## src/gnzm_pkg.sv

```systemverilog
// ----------------------------------------------------------------------------
// gnzm_pkg
// Shared codes and controller/datapath interface types for the greedy
// nearest-z matcher.
// ----------------------------------------------------------------------------
package gnzm_pkg;

    localparam int unsigned CMD_W    = 2;
    localparam int unsigned STATUS_W = 2;
    localparam int unsigned INDEX_W  = 6;

    localparam logic [CMD_W-1:0] CMD_CLEAR = 2'd0;
    localparam logic [CMD_W-1:0] CMD_LOAD  = 2'd1;
    localparam logic [CMD_W-1:0] CMD_QUERY = 2'd2;
    localparam logic [CMD_W-1:0] CMD_NOP   = 2'd3;

    localparam logic [STATUS_W-1:0] STATUS_OK   = 2'd0;
    localparam logic [STATUS_W-1:0] STATUS_FULL = 2'd1;
    localparam logic [STATUS_W-1:0] STATUS_NONE = 2'd2;

    // Commands from the controller to the datapath
    typedef struct packed {
        logic                count_clear;
        logic                load_en;
        logic                scan_init;
        logic                scan_issue;
        logic                mark;
        logic                out_load;
        logic                out_match;
        logic [STATUS_W-1:0] out_code;
    } gnzm_cmd_t;

    // Status from the datapath to the controller
    typedef struct packed {
        logic full;
        logic empty;
        logic scan_last;
        logic pipe_empty;
        logic found;
    } gnzm_status_t;

endpackage

```

## src/greedy_nearest_z_matcher.sv

```systemverilog
// Clear, load, unused and empty-store query go from accept through RESP to the result beat;
// other queries take one read per entry, the rd_ and d_ compare registers, decide, then output.
// Throughput: one beat at a time; the next beat is taken once the result is in the
// output register, which may still be waiting for m_ready.
// Reset: synchronous active-low aresetn clears entry count and valid flags; used flags
// and store contents are rewritten on load and need no clearing pass.
// ----------------------------------------------------------------------------
// greedy_nearest_z_matcher
// Matches query z positions to the closest unused stored reference entry.
// ----------------------------------------------------------------------------
module greedy_nearest_z_matcher
    import gnzm_pkg::*;
#(
    parameter int unsigned MAX_VERTICES = 64,
    parameter int unsigned Z_BITS       = 20
) (
    input  logic                      aclk,
    input  logic                      aresetn,
    input  logic                      s_valid,
    output logic                      s_ready,
    input  logic [CMD_W-1:0]          s_command,
    input  logic signed [Z_BITS-1:0]  s_z_um,
    output logic                      m_valid,
    input  logic                      m_ready,
    output logic [STATUS_W-1:0]       m_status,
    output logic [INDEX_W-1:0]        m_match_index,
    output logic [Z_BITS-1:0]         m_distance
);

    gnzm_cmd_t    cmd;
    gnzm_status_t status;

    gnzm_controller u_ctrl (
        .aclk      (aclk),
        .aresetn   (aresetn),
        .s_valid   (s_valid),
        .s_ready   (s_ready),
        .s_command (s_command),
        .m_valid   (m_valid),
        .m_ready   (m_ready),
        .cmd       (cmd),
        .status    (status)
    );

    gnzm_datapath #(
        .MAX_VERTICES (MAX_VERTICES),
        .Z_BITS       (Z_BITS)
    ) u_dp (
        .aclk         (aclk),
        .aresetn      (aresetn),
        .cmd          (cmd),
        .status       (status),
        .z_in         (s_z_um),
        .res_status   (m_status),
        .res_index    (m_match_index),
        .res_distance (m_distance)
    );

endmodule

```

## src/gnzm_datapath.sv

```systemverilog
// ----------------------------------------------------------------------------
// gnzm_datapath
// Reference store, entry count, scan pipeline with running minimum, and the
// result payload registers.
// ----------------------------------------------------------------------------
module gnzm_datapath
    import gnzm_pkg::*;
#(
    parameter int unsigned MAX_VERTICES = 64,
    parameter int unsigned Z_BITS       = 20
) (
    input  logic                       aclk,
    input  logic                       aresetn,
    input  gnzm_cmd_t                  cmd,
    output gnzm_status_t               status,
    input  logic signed [Z_BITS-1:0]   z_in,
    output logic [STATUS_W-1:0]        res_status,
    output logic [INDEX_W-1:0]         res_index,
    output logic [Z_BITS-1:0]          res_distance
);

    localparam int unsigned IDX_W = (MAX_VERTICES > 1) ? $clog2(MAX_VERTICES) : 1;
    localparam int unsigned CNT_W = $clog2(MAX_VERTICES + 1);

    logic [Z_BITS-1:0] z_mem [MAX_VERTICES];
    logic              used_mem [MAX_VERTICES];

    logic [CNT_W-1:0]  count_reg;
    logic [IDX_W-1:0]  addr_reg;
    logic [Z_BITS-1:0] query_reg;

    logic [Z_BITS-1:0] rd_z_reg;
    logic              rd_used_reg;
    logic [IDX_W-1:0]  rd_idx_reg;
    logic              rd_valid_reg;

    logic [Z_BITS-1:0] d_dist_reg;
    logic              d_used_reg;
    logic [IDX_W-1:0]  d_idx_reg;
    logic              d_valid_reg;

    logic [Z_BITS-1:0] best_dist_reg;
    logic [IDX_W-1:0]  best_idx_reg;
    logic              found_reg;

    logic [STATUS_W-1:0] out_status_reg;
    logic [INDEX_W-1:0]  out_index_reg;
    logic [Z_BITS-1:0]   out_distance_reg;

    logic [Z_BITS:0]         diff;
    logic [Z_BITS:0]         diff_abs;
    logic [IDX_W+INDEX_W-1:0] best_idx_wide;
    logic                    take_entry;

    assign status.full       = (count_reg == CNT_W'(MAX_VERTICES));
    assign status.empty      = (count_reg == '0);
    assign status.scan_last  = (CNT_W'(addr_reg) == CNT_W'(count_reg - 1'b1));
    assign status.pipe_empty = !rd_valid_reg && !d_valid_reg;
    assign status.found      = found_reg;

    assign diff     = {rd_z_reg[Z_BITS-1], rd_z_reg} - {query_reg[Z_BITS-1], query_reg};
    assign diff_abs = diff[Z_BITS] ? (~diff + 1'b1) : diff;

    assign take_entry    = d_valid_reg && !d_used_reg && (!found_reg || d_dist_reg < best_dist_reg);
    assign best_idx_wide = {{INDEX_W{1'b0}}, best_idx_reg};

    // Store: one write port each, read on scan issue
    always_ff @(posedge aclk) begin
        if (cmd.load_en) begin
            z_mem[count_reg[IDX_W-1:0]] <= z_in;
        end
    end

    always_ff @(posedge aclk) begin
        if (cmd.load_en) begin
            used_mem[count_reg[IDX_W-1:0]] <= 1'b0;
        end else if (cmd.mark) begin
            used_mem[best_idx_reg] <= 1'b1;
        end
    end

    always_ff @(posedge aclk) begin
        if (cmd.scan_issue) begin
            rd_z_reg    <= z_mem[addr_reg];
            rd_used_reg <= used_mem[addr_reg];
            rd_idx_reg  <= addr_reg;
        end
        d_dist_reg <= diff_abs[Z_BITS-1:0];
        d_used_reg <= rd_used_reg;
        d_idx_reg  <= rd_idx_reg;
        if (cmd.scan_init) begin
            query_reg <= z_in;
        end
        if (take_entry) begin
            best_dist_reg <= d_dist_reg;
            best_idx_reg  <= d_idx_reg;
        end
    end

    always_ff @(posedge aclk) begin
        if (!aresetn) begin
            count_reg    <= '0;
            addr_reg     <= '0;
            rd_valid_reg <= 1'b0;
            d_valid_reg  <= 1'b0;
            found_reg    <= 1'b0;
        end else begin
            if (cmd.count_clear) begin
                count_reg <= '0;
            end else if (cmd.load_en) begin
                count_reg <= count_reg + 1'b1;
            end
            if (cmd.scan_init) begin
                addr_reg <= '0;
            end else if (cmd.scan_issue) begin
                addr_reg <= addr_reg + 1'b1;
            end
            rd_valid_reg <= cmd.scan_issue;
            d_valid_reg  <= rd_valid_reg;
            if (cmd.scan_init) begin
                found_reg <= 1'b0;
            end else if (take_entry) begin
                found_reg <= 1'b1;
            end
        end
    end

    // Result payload; zero index and distance unless a match
    always_ff @(posedge aclk) begin
        if (cmd.out_load) begin
            out_status_reg   <= cmd.out_code;
            out_index_reg    <= cmd.out_match ? best_idx_wide[INDEX_W-1:0] : '0;
            out_distance_reg <= cmd.out_match ? best_dist_reg : '0;
        end
    end

    assign res_status   = out_status_reg;
    assign res_index    = out_index_reg;
    assign res_distance = out_distance_reg;

endmodule

```

## src/gnzm_controller.sv

```systemverilog
// ----------------------------------------------------------------------------
// gnzm_controller
// Command sequencer: decodes the input beat, steps the store scan, and owns
// the result valid flag.
// ----------------------------------------------------------------------------
module gnzm_controller
    import gnzm_pkg::*;
(
    input  logic               aclk,
    input  logic               aresetn,
    input  logic               s_valid,
    output logic               s_ready,
    input  logic [CMD_W-1:0]   s_command,
    output logic               m_valid,
    input  logic               m_ready,
    output gnzm_cmd_t          cmd,
    input  gnzm_status_t       status
);

    typedef enum logic [3:0] {
        ST_IDLE  = 4'b0001,
        ST_SCAN  = 4'b0010,
        ST_DRAIN = 4'b0100,
        ST_RESP  = 4'b1000
    } state_t;

    state_t              state_reg, state_next;
    logic [STATUS_W-1:0] pend_code_reg, pend_code_next;
    logic                pend_match_reg, pend_match_next;
    logic                m_valid_reg, m_valid_next;
    logic                accept;
    logic                slot_free;

    assign s_ready   = (state_reg == ST_IDLE);
    assign accept    = s_valid && s_ready;
    assign m_valid   = m_valid_reg;
    assign slot_free = !m_valid_reg || m_ready;

    always_comb begin
        state_next      = state_reg;
        pend_code_next  = pend_code_reg;
        pend_match_next = pend_match_reg;
        m_valid_next    = m_valid_reg && !m_ready;
        cmd             = '0;
        cmd.out_code    = pend_code_reg;
        cmd.out_match   = pend_match_reg;

        unique case (state_reg)
            ST_IDLE: begin
                if (accept) begin
                    pend_code_next  = STATUS_OK;
                    pend_match_next = 1'b0;
                    state_next      = ST_RESP;
                    unique case (s_command)
                        CMD_CLEAR: begin
                            cmd.count_clear = 1'b1;
                        end
                        CMD_LOAD: begin
                            if (status.full) begin
                                pend_code_next = STATUS_FULL;
                            end else begin
                                cmd.load_en = 1'b1;
                            end
                        end
                        CMD_QUERY: begin
                            if (status.empty) begin
                                pend_code_next = STATUS_NONE;
                            end else begin
                                cmd.scan_init = 1'b1;
                                state_next    = ST_SCAN;
                            end
                        end
                        default: begin
                        end
                    endcase
                end
            end
            ST_SCAN: begin
                cmd.scan_issue = 1'b1;
                if (status.scan_last) begin
                    state_next = ST_DRAIN;
                end
            end
            ST_DRAIN: begin
                // wait for the last read to pass the compare stage
                if (status.pipe_empty) begin
                    if (status.found) begin
                        cmd.mark        = 1'b1;
                        pend_code_next  = STATUS_OK;
                        pend_match_next = 1'b1;
                    end else begin
                        pend_code_next  = STATUS_NONE;
                        pend_match_next = 1'b0;
                    end
                    state_next = ST_RESP;
                end
            end
            ST_RESP: begin
                if (slot_free) begin
                    cmd.out_load = 1'b1;
                    m_valid_next = 1'b1;
                    state_next   = ST_IDLE;
                end
            end
            default: begin
                state_next = ST_IDLE;
            end
        endcase
    end

    always_ff @(posedge aclk) begin
        if (!aresetn) begin
            state_reg      <= ST_IDLE;
            m_valid_reg    <= 1'b0;
            pend_code_reg  <= STATUS_OK;
            pend_match_reg <= 1'b0;
        end else begin
            state_reg      <= state_next;
            m_valid_reg    <= m_valid_next;
            pend_code_reg  <= pend_code_next;
            pend_match_reg <= pend_match_next;
        end
    end

endmodule
```

## config.mk

```make
export PLATFORM = sky130hd
export DESIGN_NAME = greedy_nearest_z_matcher
export DESIGN_NICKNAME = d
export VERILOG_FILES = /design/src/gnzm_pkg.sv /design/src/greedy_nearest_z_matcher.sv /design/src/gnzm_datapath.sv /design/src/gnzm_controller.sv
export SDC_FILE = /design/constraint.sdc
export NUM_CORES = 2
export LEC_CHECK = 0
export BUFFER_PORTS_ARGS = -buffer_cell sky130_fd_sc_hd__buf_4
export CAP_MARGIN = 30
export CORE_UTILIZATION = 56
export CTS_CLUSTER_SIZE = 8
export DETAILED_ROUTE_END_ITERATION = 7
export PLACE_DENSITY = 0.76
export SETUP_SLACK_MARGIN = 0.15
export SLEW_MARGIN = 20
export SYNTH_ARGS = -nofsm -noshare
export SYNTH_HDL_FRONTEND = slang
export SYNTH_SLANG_ARGS = --single-unit
export TNS_END_PERCENT = 10
```

## constraint.sdc

```tcl
create_clock -name aclk -period 4.35 [get_ports aclk]
set_input_delay 0.87 -clock aclk [delete_from_list [all_inputs] [get_ports aclk]]
set_output_delay 0.87 -clock aclk [all_outputs]
set_load 0.01 [all_outputs]
```

==> flow_summary.yaml <==
run_status:
  outcome: "completed"
clock_network:
  cts_setup_buffers: 0
  root_buffer: "clkbuf_16"
  cts_hold_buffers: 0
  clk_pin_slew_ns: 0.05
  cts_tree: "done"
  clock_insertion_delay_worst_skew_ns: 0.80
  htree_levels: 4
  cts_made_buffers: 205
  cts.sinks: 1496
  cts_buffer_depth: 3
  post_cts_resize_count: 0
timing:
  timing.hold.ws_ns: 0.336
  fmax_ghz: 0.257
  post-route-min-period_ns: 3.90
  slew_violations: 0
  setup_viol: 0
  fin_crit_sh_pct: 89.6
  slew_headroom_pct: 33.8
  worstMarginPinSlew_ns: 0.990
  setup_slack_ns: 0.452
  rsz0062_at_grt: "false"
  skew_ns: 0.0490
  setup_tns_ns: 0
  hold_viol: 0
floorplan:
  die_w_um: 326
  rows: 118
  ioPinCount: 56
  die_area_mm2: 0.106
  initial_core_util_pct: 56.6
  core_area_mm2: 0.104
  die_h_um: 326
worst_setup_path:
  worstReg2RegStart: "u_dp.count_reg[3]$_SDFFE_PP0P_"
  cp-end-kind: "register"
  required_ns: 4.79
  crit_start: "u_dp.count_reg[3]$_SDFFE_PP0P_"
  path_max_fanout: 17
  startpoint_type: "register"
  critPathArrivalTime_ns: 4.34
  critPathKind: "register to register"
  r2r_setup_slack_ns: 0.45
pwr:
  p_switching_mw: 6.07
  p_int_mw: 24.4
  p_leak_nw: 20.7
  p_sw_share_pct: 19.9
  clockPowerShare_pct: 46.7
  pwr-share-comb_pct: 1.3
  vdd_drop_max_mv: 0.355
  finalPower_mw: 30.5
  power_density_mw_per_mm2: 454
  seqPwrFrac_pct: 52.0
drt:
  ant_nets: 0
  drc: 0
  vias: 29100
  routed_via_density: 6.65
  drtIter0Drc: 3708
  routed_wl_um: 141000
  firstDrtPassIters: 7
  wl_per_cell_um: 32.3
placed_design:
  dp_hpwl_um: 75900
  io_buffers: 55
  place_congestion: 0.860
  pre_cts_slack_ns: 0.634
  place_area_mm2: 0.0616
  place_inst: 4116
synthesis:
  synth_top_area_share_pct: 73.9
  netlist_area_mm2: 0.0587
  yosysUniqueCellTypes: 68
  yosys_warnings: 0
  synth_enable_flop_cells: 1445
  synth_area_leaders: "edfxtp_1, mux4_2, dfxtp_1"
  synth-seq-cells: 1496
  synthCells: 2698
  syn-num-nets: 2771
  seq_area_frac_synth_pct: 75.6
  synth_ff_type: "edfxtp_1"
  yosysTopAreaCell: "edfxtp_1"
  async_reset_ff_share_pct: 0
  syn_avg_cell_area_um2: 21.8
final_layout:
  final_area_mm2: 0.0672
  layout-drive-gt1-share_pct: 30.7
  multi_input_area_mm2: 0.0137
  n_fill_cell: 6331
  finalNonFillerCells: 4374
  fin_nets: 3018
  seqCellArea_mm2: 0.0444
  largest_reg_flops: 1280
  final_util_pct: 64.7
  area_growth_pct: 14.4
grt:
  grt_overflow: 0
  first_global_vias: 30000
  grt_usage_pct: 27.2
  grt_pass1_wl_um: 207000
  grt_max_degree: 81
  antenna_found_initial: 6
run:
  drv_cap: 0
worst_hold_path:
  hp-start: "u_dp.rd_idx_reg[0]$_DFFE_PP_"
  min_path_type: "register to register"
-- layout by cell type (no fill, tap or decap), drive strengths merged, types with 7 or more instances in the layout --
cell type	synthesis	final
and2	31	31
mux4	441	441
nand3	20	20
a21oi	36	36
clkbuf	80	242
a21boi	12	12
clkinv	0	7
inv	61	67
xnor2	25	25
nor2	167	167
o21ai	23	23
a31oi	10	10
edfxtp	1445	1445
nor2b	11	11
nand2b	10	10
buf	47	166
a21o	14	14
nand2	49	49
xor2	25	25
dfxtp	51	51
ha	46	46
-- kinds of logic (layout without fill, tap and decap cells) --
kind of cell / after synthesis / after routing / share of synthesized area (%)
and+or+nand+nor: 339 / 339 / 2.77
other: 0 / 2 / 0
AOI/OAI and AO/OA: 132 / 132 / 1.55
muxes: 446 / 446 / 17.0
DFF: 1496 / 1496 / 75.6
buffers and inverters: 188 / 482 / 1.28
adders and majority gates: 47 / 47 / 1.01
xor gates and xnor gates: 50 / 50 / 0.746
-- per-layer routing --
layer,vias to the layer above,track usage [%],part of all wire [%]
met4,8,11.5,4.1
met3,304,5.52,9.0
met2,1852,44.6,50
met5,-,0,0.039
li1,11600,-,-
met1,15300,35.9,37
-- worst paths after layout --
path | end | cells past startpoint
worst max-delay path | u_dp.z_mem[38][5]$_DFFE_PP_ | 8
worst min-delay path | u_dp.d_idx_reg[0]$_DFF_P_ | 0
worst max register to register | u_dp.z_mem[38][5]$_DFFE_PP_ | 8
worst min register to register | u_dp.d_idx_reg[0]$_DFF_P_ | 0
-- critical path, stage by stage (launching register included) --
cell and delay [ns]:
dfxtp_1 0.64, or3_1 0.53, nor2_1 0.13, nand2_1 0.11, and4_1 0.33, and2_1 0.26, nand3_1 0.72, nor2_2 0.48
buf_4 0.34
-- power groups by stage --
stage | logic (mW) | registers, mW | clock network [mW]
2_1_floorplan | 0.0899 | 16.1 | 0
3_3_place_gp | 0.382 | 16.1 | 0
3_5_place_dp | 0.404 | 16.1 | 0
4_1_cts | 0.412 | 15.8 | 14.4
5_1_grt | 0.432 | 15.8 | 14.9
6_report | 0.408 | 15.8 | 14.2
-- Yosys cell counts, types with 9 or more instances --
| cell type | instances |
|---|---|
| and2_1 | 31 |
| nand2b_1 | 10 |
| xor2_1 | 25 |
| ha_1 | 46 |
| nor2_1 | 167 |
| edfxtp_1 | 1445 |
| nor2b_1 | 11 |
| a31oi_1 | 9 |
| dfxtp_1 | 51 |
| xnor2_1 | 25 |
| clkbuf_1 | 80 |
| mux4_2 | 441 |
| a21oi_1 | 36 |
| o21ai_0 | 23 |
| a21o_1 | 14 |
| buf_2 | 21 |
| buf_1 | 23 |
| inv_1 | 61 |
| nand3_1 | 19 |
| nand2_1 | 49 |
-- layout make-up --
class | count | share of cell area (%)
tap | 1380 | 2.57
timing repair buffer | 167 | 2.20
clock buffer | 241 | 7.95
sequential | 1496 | 66.1
multi-input combinational | 1014 | 20.4
clock inverter | 13 | 0.358
inverter | 61 | 0.341
antenna | 2 | 0.00745
Note: power is estimated with default switching activity, not from simulation.
